==> config.mk <==
export PLATFORM = sky130hd
export DESIGN_NAME = mavb_ctrl
export DESIGN_NICKNAME = d
export VERILOG_FILES = /design/src/hw/rtl/mavb_pkg.sv /design/src/hw/rtl/mavb_ctrl.sv
export VERILOG_INCLUDE_DIRS = /design/src /design/src/hw/rtl
export SDC_FILE = /design/constraint.sdc
export NUM_CORES = 1
export LEC_CHECK = 0
export BUFFER_PORTS_ARGS = -buffer_cell sky130_fd_sc_hd__buf_2
export CORE_MARGIN = 2
export CORE_UTILIZATION = 35
export DETAILED_ROUTE_END_ITERATION = 6
export PLACE_DENSITY_LB_ADDON = 0.1
export REMOVE_ABC_BUFFERS = 1
export SETUP_SLACK_MARGIN = 0.5
export SYNTH_ARGS = -nofsm -noshare
export SYNTH_HDL_FRONTEND = slang
export SYNTH_SLANG_ARGS = --single-unit
==> constraint.sdc <==
create_clock -name clock -period 3.06 [get_ports clock]
set_input_delay 0.306 -clock clock [delete_from_list [all_inputs] [get_ports clock]]
set_output_delay 0.306 -clock clock [all_outputs]
set_load 0.01 [all_outputs]
==> src/hw/rtl/mesh_area_volume_bounds_assert.svh <==
// Assertion macros shared by the mesh area/volume block.
`ifndef MESH_AREA_VOLUME_BOUNDS_ASSERT_SVH
`define MESH_AREA_VOLUME_BOUNDS_ASSERT_SVH
`ifndef SYNTHESIS
`define MAVB_ASSERT(label, clk, rst, prop) \
   label: assert property (@(posedge clk) disable iff (rst) prop) \
      else $error("%m: check failed");
`define MAVB_NEVER(label, clk, rst, expr) \
   label: assert property (@(posedge clk) disable iff (rst) !(expr)) \
      else $error("%m: forbidden condition");
`else
`define MAVB_ASSERT(label, clk, rst, prop)
`define MAVB_NEVER(label, clk, rst, expr)
`endif
`endif

==> src/hw/rtl/mavb_pkg.sv <==
`timescale 1ns / 1ps
package mavb_pkg;

   localparam int STEP_W = 5;
   localparam logic [STEP_W-1:0] LAST_STEP = 5'd17;

   localparam logic [62:0] MAG_MAX = 63'h7FFF_FFFF_FFFF_FFFF;
   localparam int VOL_HALF = 12288;
   localparam int VOL_SHIFT = 13;

   // first operand sources
   localparam logic [1:0] SRC_E1 = 2'd0;
   localparam logic [1:0] SRC_B = 2'd1;
   localparam logic [1:0] SRC_N = 2'd2;

   // second operand sources
   localparam logic [1:0] OPB_E2 = 2'd0;
   localparam logic [1:0] OPB_C = 2'd1;
   localparam logic [1:0] OPB_A = 2'd2;
   localparam logic [1:0] OPB_SAME = 2'd3;

   // write-back targets
   localparam logic [2:0] DST_NONE = 3'd0;
   localparam logic [2:0] DST_N0 = 3'd1;
   localparam logic [2:0] DST_N1 = 3'd2;
   localparam logic [2:0] DST_N2 = 3'd3;
   localparam logic [2:0] DST_NSQ = 3'd4;

   typedef struct packed {
      logic [1:0] src_a;
      logic [1:0] idx_a;
      logic [1:0] src_b;
      logic [1:0] idx_b;
      logic       neg;
      logic       clr;
      logic [2:0] dst;
   } step_type;

   typedef struct packed {
      logic              load;
      logic              mul_load;
      logic              mul_run;
      logic              mul_wb;
      logic              sqrt_init;
      logic              sqrt_run;
      logic              div_init;
      logic              div_run;
      logic              acc;
      logic              emit;
      logic [STEP_W-1:0] step;
   } cmd_type;

   typedef struct packed {
      logic last;
      logic out_free;
   } status_type;

   function automatic step_type make_step(input logic [1:0] sa, input logic [1:0] ia,
                                          input logic [1:0] sb, input logic [1:0] ib,
                                          input logic neg, input logic clr,
                                          input logic [2:0] dst);
      step_type s;
      s.src_a = sa;
      s.idx_a = ia;
      s.src_b = sb;
      s.idx_b = ib;
      s.neg = neg;
      s.clr = clr;
      s.dst = dst;
      return s;
   endfunction

   // edge cross product, its squared length, vertex cross product, triple product
   function automatic step_type step_info(input logic [STEP_W-1:0] s);
      step_type r;
      case (s)
         5'd0:  r = make_step(SRC_E1, 2'd1, OPB_E2, 2'd2, 1'b0, 1'b1, DST_NONE);
         5'd1:  r = make_step(SRC_E1, 2'd2, OPB_E2, 2'd1, 1'b1, 1'b0, DST_N0);
         5'd2:  r = make_step(SRC_E1, 2'd2, OPB_E2, 2'd0, 1'b0, 1'b1, DST_NONE);
         5'd3:  r = make_step(SRC_E1, 2'd0, OPB_E2, 2'd2, 1'b1, 1'b0, DST_N1);
         5'd4:  r = make_step(SRC_E1, 2'd0, OPB_E2, 2'd1, 1'b0, 1'b1, DST_NONE);
         5'd5:  r = make_step(SRC_E1, 2'd1, OPB_E2, 2'd0, 1'b1, 1'b0, DST_N2);
         5'd6:  r = make_step(SRC_N, 2'd0, OPB_SAME, 2'd0, 1'b0, 1'b1, DST_NONE);
         5'd7:  r = make_step(SRC_N, 2'd1, OPB_SAME, 2'd0, 1'b0, 1'b0, DST_NONE);
         5'd8:  r = make_step(SRC_N, 2'd2, OPB_SAME, 2'd0, 1'b0, 1'b0, DST_NSQ);
         5'd9:  r = make_step(SRC_B, 2'd1, OPB_C, 2'd2, 1'b0, 1'b1, DST_NONE);
         5'd10: r = make_step(SRC_B, 2'd2, OPB_C, 2'd1, 1'b1, 1'b0, DST_N0);
         5'd11: r = make_step(SRC_B, 2'd2, OPB_C, 2'd0, 1'b0, 1'b1, DST_NONE);
         5'd12: r = make_step(SRC_B, 2'd0, OPB_C, 2'd2, 1'b1, 1'b0, DST_N1);
         5'd13: r = make_step(SRC_B, 2'd0, OPB_C, 2'd1, 1'b0, 1'b1, DST_NONE);
         5'd14: r = make_step(SRC_B, 2'd1, OPB_C, 2'd0, 1'b1, 1'b0, DST_N2);
         5'd15: r = make_step(SRC_N, 2'd0, OPB_A, 2'd0, 1'b0, 1'b1, DST_NONE);
         5'd16: r = make_step(SRC_N, 2'd1, OPB_A, 2'd1, 1'b0, 1'b0, DST_NONE);
         5'd17: r = make_step(SRC_N, 2'd2, OPB_A, 2'd2, 1'b0, 1'b0, DST_NONE);
         default: r = make_step(SRC_E1, 2'd0, OPB_E2, 2'd0, 1'b0, 1'b0, DST_NONE);
      endcase
      return r;
   endfunction

endpackage

==> src/hw/rtl/mavb_ctrl.sv <==
`timescale 1ns / 1ps
`include "mesh_area_volume_bounds_assert.svh"
module mavb_ctrl #(
   parameter int COORD_WIDTH = 24
) (
   input  logic                 clock,
   input  logic                 reset,
   input  logic                 req_tvalid,
   output logic                 req_tready,
   input  mavb_pkg::status_type status,
   output mavb_pkg::cmd_type    cmd
);

   localparam int OW = 2 * COORD_WIDTH + 2;
   localparam int RW = 2 * COORD_WIDTH + 3;
   localparam int XW = 3 * COORD_WIDTH - mavb_pkg::VOL_SHIFT;
   localparam int DIV_CYCLES = $clog2(XW + 1);
   localparam int CNT_W = $clog2(RW + 1);

   localparam logic [2:0] ST_IDLE = 3'd0;
   localparam logic [2:0] ST_LOAD = 3'd1;
   localparam logic [2:0] ST_RUN = 3'd2;
   localparam logic [2:0] ST_WB = 3'd3;
   localparam logic [2:0] ST_PREP = 3'd4;
   localparam logic [2:0] ST_SQRT = 3'd5;
   localparam logic [2:0] ST_DIV = 3'd6;
   localparam logic [2:0] ST_ACC = 3'd7;

   logic [2:0]                    state_ff, state_in;
   logic [mavb_pkg::STEP_W-1:0]   step_ff, step_in;
   logic [CNT_W-1:0]              cnt_ff, cnt_in;
   mavb_pkg::step_type            info;

   assign info = mavb_pkg::step_info(step_ff);

   always_comb begin
      state_in = state_ff;
      step_in = step_ff;
      cnt_in = cnt_ff;
      cmd = '0;
      cmd.step = step_ff;
      req_tready = 1'b0;
      case (state_ff)
         ST_IDLE: begin
            req_tready = 1'b1;
            if (req_tvalid) begin
               cmd.load = 1'b1;
               step_in = '0;
               state_in = ST_LOAD;
            end
         end
         ST_LOAD: begin
            cmd.mul_load = 1'b1;
            cnt_in = '0;
            state_in = ST_RUN;
         end
         ST_RUN: begin
            cmd.mul_run = 1'b1;
            cnt_in = cnt_ff + CNT_W'(1);
            if (cnt_ff == CNT_W'(OW - 1)) begin
               if (info.dst != mavb_pkg::DST_NONE) begin
                  state_in = ST_WB;
               end else if (step_ff == mavb_pkg::LAST_STEP) begin
                  state_in = ST_PREP;
               end else begin
                  step_in = step_ff + mavb_pkg::STEP_W'(1);
                  state_in = ST_LOAD;
               end
            end
         end
         ST_WB: begin
            cmd.mul_wb = 1'b1;
            if (step_ff == mavb_pkg::LAST_STEP) begin
               state_in = ST_PREP;
            end else begin
               step_in = step_ff + mavb_pkg::STEP_W'(1);
               state_in = ST_LOAD;
            end
         end
         ST_PREP: begin
            cmd.sqrt_init = 1'b1;
            cmd.div_init = 1'b1;
            cnt_in = '0;
            state_in = ST_SQRT;
         end
         ST_SQRT: begin
            cmd.sqrt_run = 1'b1;
            cnt_in = cnt_ff + CNT_W'(1);
            if (cnt_ff == CNT_W'(RW - 1)) begin
               cnt_in = '0;
               state_in = ST_DIV;
            end
         end
         ST_DIV: begin
            cmd.div_run = 1'b1;
            cnt_in = cnt_ff + CNT_W'(1);
            if (cnt_ff == CNT_W'(DIV_CYCLES - 1)) begin
               state_in = ST_ACC;
            end
         end
         ST_ACC: begin
            if (!status.last || status.out_free) begin
               cmd.acc = 1'b1;
               cmd.emit = status.last;
               state_in = ST_IDLE;
            end
         end
         default: begin
            state_in = ST_IDLE;
         end
      endcase
   end

   always_ff @(posedge clock) begin
      if (reset) begin
         state_ff <= ST_IDLE;
         step_ff <= '0;
         cnt_ff <= '0;
      end else begin
         state_ff <= state_in;
         step_ff <= step_in;
         cnt_ff <= cnt_in;
      end
   end

   `MAVB_ASSERT(a_accept_starts, clock, reset, (req_tvalid && req_tready) |=> (state_ff == ST_LOAD))
   `MAVB_NEVER(a_step_range, clock, reset, step_ff > mavb_pkg::LAST_STEP)
   `MAVB_NEVER(a_ready_idle, clock, reset, req_tready && (state_ff != ST_IDLE))

endmodule

==> impl.org, run 1 <==
** Yosys
- Synth Register Bits :: 17
- Area share of the leading cell type in the synthesized netlist :: 30.4%
- In this run, synthesis inferred 0 flip-flops with an integrated enable.
- Asr flop ratio synth :: 0%
- Synth cell types :: 44
- Primary FF master, synth :: dfxtp_1
- Syn avg cell area :: 7.56 um^2
- Total of warnings raised by yosys :: 0
- Synth Cell Area :: roughly 1100 um^2
- Cell accounting for the most synthesized area :: dfxtp_1
- Seq/Total Area, Yosys :: 30.4%
- Sorting the synthesized cells by area gives the leading types as dfxtp_1 30%, nor2_1 6.4%, ha_1 5.6%.
- Number of instances in the synthesized netlist :: 148

** Power
- Dividing total power by cell area gives a power density of 680 nW/um^2.
- VDD sags by at most 350 uV.
- Standby leakage power :: 0.530 nW

** Layout
- Reg area :: 342 um^2
- Most frequent cells in the layout :: 20 x buf_2, 19 x nor2_1, 16 x nand2_1, 16 x dfxtp_1, 11 x a21oi_1
- Leading cell type in the layout, fill and taps excluded :: buf_2
- Layout overhead on the synthesized area :: 14.5%
- Final core area utilization :: 42.0%
- Of the cells placed in the final design, the portion with a size suffix greater than 1 is approximately 17%.
- # fillers :: approximately 340
- Area of combinational cells with multiple inputs :: 717 um^2
- The repair_antennas step left the layout with diodes totalling 0.
- At the end of the flow, the number of nets in the layout was 178.

** Detailed routing
- Post-Route WL :: between 2000 and 3000 um
- First drt pass iteration count :: 4
- The final route contains 1104 vias.
- After detailed routing, the number of remaining DRC violations is 0.
- Starting DRC count in detailed routing :: between 50 and 60
- Using the TritonRoute via totals, the vias-per-cell ratio works out to 5.23.
- Once detail routing completed, the nets flagged for antenna violations numbered 0.
- Routed length per instance :: 12.3 um

** Die
- Core region area :: 3050 um^2
- Measured along the x axis, the die boundary spans 60.5 um.
- The floorplan step defined a die boundary enclosing ~3700 um^2.
- Initial core utilization :: 36.6%
- IO Count :: 21
- The floorplan has 20 rows.
- The die is 60.5 um tall.

** Global routing
- Number of antenna violations at the first check in global routing :: 0
- GRT Residual Overflow :: 0
- The via count of the first global-routing pass came to 1007.
- All-Layer GR Usage :: between 10% and 20%
- The first global-routing pass estimated 4400 um of wire.
- Entering global routing, the biggest net connects 17 pins.

** Place
- DPL Wire Length :: 2000 um
- Number of I/O port buffers :: 20
- Routability-driven placement finished with a final weighted congestion of 0.816.

** STA
- Setup Skew :: 3.27 ps
- In this run the tightest slew margin relative to its limit is 53.1%.
- Final min period :: 2370 ps
- Setup repair after global routing left no endpoint under its margin.
- Final period util :: between 70 and 80%
- Number of endpoints with negative hold slack in the final report :: 0
- Fmax achieved :: 0.422 GHz
- Number of slew-limit violations in the final report :: 0
- For the final routed database, the setup TNS stands at 0 ps.
- Setup violations remaining at the end of the flow were counted as 0.
- Measured slew at the worst slew-check pin :: 698 ps

** Clock tree
- Total number of H-tree levels :: 1
- Buffer levels on the longest clock path :: 2
- TritonCTS created 3 clock buffers.
- TritonCTS built the clock tree.
- Hold-fix buffers at CTS :: 0
- Clock insertion delay at the later pin of the skew report :: 280 ps
- The root buffer cell chosen for the clock tree is clkbuf_4.
- After clock tree synthesis, the clock-pin slew on the worst setup and hold paths is 100 ps.
- Post-CTS repair changed the size of 0 cells.
- Clock Sinks :: 17
- Post-CTS setup buffer count :: 0

** Worst setup path
- The most critical setup path has its endpoint at info[1]$_SDFF_PP0_.
- Critical path launch point type :: register
- The worst setup path is of the reg -> reg kind.
- RR Startpoint :: cnt_ff[1]$_SDFFE_PP0P_
- Worst reg2reg endpoint :: info[1]$_SDFF_PP0_
- The critical path starts at cnt_ff[1]$_SDFFE_PP0P_.
- Kind of end point of the critical path :: register
- CP Max Fanout :: 5
- For the worst setup path, the data arrival time is 2590 ps.
- Flop-to-flop setup slack :: about 700 ps
- Length in cells of the worst reg-to-reg path :: 8
- At the worst endpoint, the required time is 3280 ps.

** Run
- Max-cap violations in this run came to 0.

** Min path
- Along the worst hold path, the cell count comes to 2.
- HP Class :: in -> reg

** Outcome
- The run finished with clean final reports.
-- through the flow --
step | hold WS (ps) | instance area [um^2] | total power [mW] | cells | setup slack, ps
floorplan | 375 | 1090 | 0.622 | 142 | 883
global placement | 539 | 1250 | 0.748 | 207 | 761
detailed placement | 547 | 1250 | 0.755 | 207 | 638
CTS | 339 | 1280 | 0.879 | 211 | 615
global route | 348 | 1280 | 0.953 | 211 | 540
finish | 345 | 1280 | 0.871 | 211 | 692
-- cell usage after synthesis (2+ instances only) --
library cell	count
nor2_1	19
dfxtp_1	17
nor3_1	4
nor4b_1	3
nand4_1	3
and2_1	5
and3_1	2
xor2_1	3
nand2b_1	2
a21o_1	2
nand3_1	7
a311oi_1	3
nand2_1	16
clkbuf_1	4
ha_1	5
inv_1	9
a31oi_1	3
nor2b_1	2
o21ai_0	4
a21oi_1	11
-- flip-flops by register name, indices dropped and copies added, names as in the netlist --
| register | cells |
|---|---|
| state_ff | 3 |
| step_ff | 5 |
| cnt_ff | 6 |
| info | 3 |
-- kinds of logic (layout without fill, tap and decap cells) --
kind of cell / Yosys count / after routing / synth area share, %
compound gates: 31 / 31 / 18.5
xor+xnor: 4 / 4 / 3.13
fa+ha+maj: 5 / 5 / 5.59
buf+inv: 15 / 34 / 5.48
flops: 17 / 17 / 30.4
mux: 2 / 2 / 1.90
simple gates: 74 / 74 / 35.0
-- power by group --
group / leakage [nW] / internal [mW] / total [mW] / switching, mW
Sequential: 0.138 / 0.255 / 0.324 / 0.0694
Clock: 0.0150 / 0.0506 / 0.120 / 0.0691
Combinational: 0.377 / 0.172 / 0.428 / 0.256
Total: 0.530 / 0.477 / 0.871 / 0.394
-- how the worst min path moves through the flow --
stage                                 from                       end  slack [ps]
global route                         reset    cnt_ff[5]$_SDFFE_PP0P_         350
global placement    cnt_ff[1]$_SDFFE_PP0P_    cnt_ff[1]$_SDFFE_PP0P_         540
floorplan                            reset  state_ff[1]$_SDFFE_PP0P_         380
CTS                                  reset    cnt_ff[5]$_SDFFE_PP0P_         340
finish                               reset   step_ff[3]$_SDFFE_PP0N_         340
detailed placement  cnt_ff[1]$_SDFFE_PP0P_    cnt_ff[1]$_SDFFE_PP0P_         550
-- layer usage --
| layer | track usage (%) | share of wire, % | vias to the layer above |
|---|---|---|---|
| li1 | - | - | 560 |
| met1 | 20.8 | 47 | 510 |
| met2 | 25.9 | 47 | 30 |
| met3 | 1.92 | 4.5 | 4 |
| met4 | 7.14 | 1.3 | 0 |
| met5 | 0 | 0 | - |
-- worst max-delay path, cell delays in order (launching register included) --
cell and delay [ps]:
dfxtp_1 400, inv_1 60, ha_1 210, mux2i_1 310
a211oi_4 140, and3_1 200, or3_4 390, or4_1 500
o21ai_1 80
-- layout make-up --
cell class,count,share of cell area (%)
Tap cell,44,4.30
Timing Repair Buffer,21,8.40
Multi-Input combinational cell,116,56.0
Sequential cell,17,26.7
Clock buffer,4,2.05
Inverter,9,2.64
No activity file was read; power rests on OpenSTA's default activity.
==> run 2, diff against run 1 <==
==> constraint.sdc (replaced) <==
create_clock -name clock -period 2.28 [get_ports clock]
set_input_delay 0.228 -clock clock [delete_from_list [all_inputs] [get_ports clock]]
set_output_delay 0.228 -clock clock [all_outputs]
set_load 0.01 [all_outputs]
==> run 2 against run 1 <==
  * Cell area grew 34%
  * Clock skew grew 11 ps
  * Highest routed layer unchanged
  * Worst setup slack lost 450 ps
  * Sequential share of layout area is 5.7 points lower
  * Fmax rose by 16%
  * Via count is 13% higher
  * Critical path type unchanged
  * First-iteration DRC count down 8.8%
==> impl.org, run 2 (synthesis results as in run 1) <==
** Worst setup path
- The critical path data arrival time was 2270 ps (-320 ps).
- Kind of end point of the critical path :: register
- Walking the worst path, the cells encountered are inv_2, ha_4, buf_4, o2111ai_4, nor2_1, o21a_1, buf_6, or4_4, o21ai_2.
- The maximum fanout along the worst path came to 3 (-2).
- Buffering stage count on the worst path with inverters included :: 3 (+2)
- On the critical path, the stage with the largest delay is an instance of or4_4.
- The critical path is of the reg -> reg type.
- The worst stage delay on the critical path is 510 ps (about the same).
- Critical path launch point type :: register
- In this design, the largest share of critical-path delay is due to simple AND/OR/NAND/NOR gates.
- The critical path required time is 2520 ps (-760 ps).

** Layout
- Reg area :: 359 um^2 (+5.1%)
- Leaving out fill and tap cells, the most frequent cell in the layout is buf_4.
- The number of diodes added for antenna fixing was 0 (unchanged).
- The utilization of the core after routing was 56.2% (+14 points).
- Share of layout cells above drive strength 1 :: 49.2% (+32 points)
- Most frequent cells in the layout :: 32 x buf_4, 20 x buf_2, 18 x nor2_1
- The total non-filler cell area in the finished layout was 1720 um^2 (+34%).
- Layout overhead on the synthesized area :: 53.4%
- The area of the multi-input gates came to 888 um^2 (+24%).
- # fillers :: 292 (-15%)
- Registers with the highest flip-flop counts :: cnt_ff: 6 flops, step_ff: 5 flops
- Number of flip-flops in the largest register :: 6 (unchanged)
- Ranked by flip-flop count, first place goes to cnt_ff.
- Total Nets Final :: 210 (+18%)

** STA
- Number of slew-limit violations in the final report :: 0 (unchanged)
- Final period util :: 89.2% (+12 points)
- Setup Skew :: 14.0 ps (+10.7 ps)
- Endpoints failing setup :: 0 (unchanged)
- Normalized max-slew margin :: 76.3% (+23 points)
- The aggregate negative setup slack came to 0 ps (unchanged).
- Fmax achieved :: 0.492 GHz (+16%)
- The slew at the pin closest to its max-slew limit was 351 ps (-347 ps).
- The post-layout worst setup margin came to 247 ps (-445 ps).
- Number of endpoints with negative hold slack in the final report :: 0 (unchanged)
- The final critical-path required period was 2030 ps (-335 ps).
- Unrepaired setup endpoints after global routing :: yes

** Detailed routing
- The wire length reported by the detailed router was 3350 um (+29%).
- Routed length per instance :: 13.8 um (+12%)
- The count of vias placed by the detailed router came to 1248 (+13%).
- Detailed-route vias per instance :: 5.14 (-1.8%)
- The detailed router's first-iteration violation count came to 52 (-8.8%).
- First drt pass iteration count :: 4 (unchanged)
- Post-route DRC :: 0 (unchanged)
- Antenna Violating Nets Remaining :: 0 (unchanged)

** Power
- The maximum resistive drop on vdd was 474 uV (+35%).
- The cell area power density is 873 nW/um^2 (+28%).
- Standby leakage power :: 0.712 nW (+34%)

** Place
- Minimum setup slack after placement :: 81.4 ps (-556 ps)
- Total cell area at the placement stage :: 1330 um^2 (+6.0%)
- Global placer's final weighted congestion :: 0.856 (+4.9%)
- The detailed-placement wirelength estimate was 2160 um (+8.1%).
- Number of I/O port buffers :: 20 (unchanged)

** Die
- The die footprint is 3660 um^2 (unchanged).
- The initial cell density of the core is 36.6% (unchanged).
- Die Span X :: 60.5 um (unchanged)
- The area of the core is 3050 um^2 (unchanged).
- The die extent in y came to 60.5 um (unchanged).
- The boundary pin count came to 21 (unchanged).
- Site Rows :: 20 (unchanged)

** Clock tree
- The count of hold-fix buffers inserted at cts was 0 (unchanged).
- Clock Root Buffer :: clkbuf_4
- Clk pin slew, worst setup/hold paths :: 120 ps (+20 ps)
- The deepest level of the CTS H-tree is 1 (unchanged).
- TritonCTS clock tree :: built
- The CTS sink count is 17 (unchanged).
- Clock insertion delay at the later pin of the skew report :: 290 ps (about the same)
- The number of CTS-inserted buffers was 3 (unchanged).
- The maximum count of clock buffers along a single path came to 2 (unchanged).

** Global routing
- Grt met3 use :: 3.84% (+1.9 points)
- The number of antenna violations at the first check in global routing was 0 (unchanged).
- met2 is the most crowded layer.
- The total congestion overflow is 0 (unchanged).
- Met1 routing resource usage after global routing :: 24.8% (+4.0 points)
- The via count of the first global-routing pass is 1253 (+24%).
- Largest net degree at the start of global routing :: 14 (-3)
- The met2 global-route usage is 36.2% (+10 points).
- Wire length of the first global-routing pass :: 5570 um (+26%)
- All-Layer GR Usage :: 20.2% (+4.4 points)

** Min path
- The min-delay analysis places its worst path in the category in -> reg.

** Outcome
- Outcome :: finished, final reports clean

** Run
- The count of maximum capacitance violations was 0 (unchanged).
==> run 2: changes by cell type in the layout (fill, tap and decap cells not counted), sizes merged <==
cell,previous run,this run
buf,21,53
clkbuf,4,3
clkinv,0,1
==> run 2: worst paths after layout <==
check	slack, ps	start	cells past startpoint	endpoint
worst min-delay path	260	reset	2	step_ff[4]$_SDFFE_PP0N_
worst min register to register	570	cnt_ff[4]$_SDFFE_PP0P_	2	cnt_ff[4]$_SDFFE_PP0P_
worst max register to register	250	cnt_ff[1]$_SDFFE_PP0P_	9	info[1]$_SDFF_PP0_
worst max-delay path	250	cnt_ff[1]$_SDFFE_PP0P_	9	info[1]$_SDFF_PP0_
==> run 2: metrics by stage <==
stage / std cells / hold WS (ps) / power [mW]
2_1_floorplan: 142 / 297 / 0.835
3_3_place_gp: 217 / 546 / 1.12
3_5_place_dp: 217 / 564 / 1.11
4_1_cts: 242 / 253 / 1.47
5_1_grt: 243 / 250 / 1.63
6_report: 243 / 261 / 1.50
==> run 2: routing by layer <==
metal | wire, um | part of all wire, %
met1 | 1480 | 44
met2 | 1710 | 51
met3 | 126 | 3.8
met4 | 39 | 1.2
met5 | 0 | 0
==> run 2: power by group <==
group	internal (mW)	leakage, nW	switching [mW]
clock	0.0651	0.0177	0.103
combinational	0.419	0.551	0.496
sequential	0.354	0.143	0.0603
total	0.838	0.712	0.659
==> run 2: area by class of cell <==
class / instances / share of cell area (%)
Multi-Input combinational cell: 116 / 51.8
Inverter: 9 / 1.97
Clock inverter: 1 / 0.292
Sequential cell: 17 / 20.9
Clock buffer: 3 / 1.31
Timing Repair Buffer: 53 / 20.5
Tap cell: 44 / 3.21
==> run 2: worst reg2reg max path: cells and delay by family, from the launching register on <==
| family | cells | cell delay, ps |
|---|---|---|
| AO/OA/AOI/OAI | 3 | 540 |
| adder cells (fa/ha/maj) | 1 | 160 |
| buffers and inverters | 3 | 320 |
| flip-flops | 1 | 350 |
| AND/OR/NAND/NOR | 2 | 620 |
==> run 2: what timing repair did <==
action                     in CTS  in global routing
pin swaps                      13                  2
setup buffers                  21                  1
setup endpoints to repair       5                 12
resized for setup              40                  7
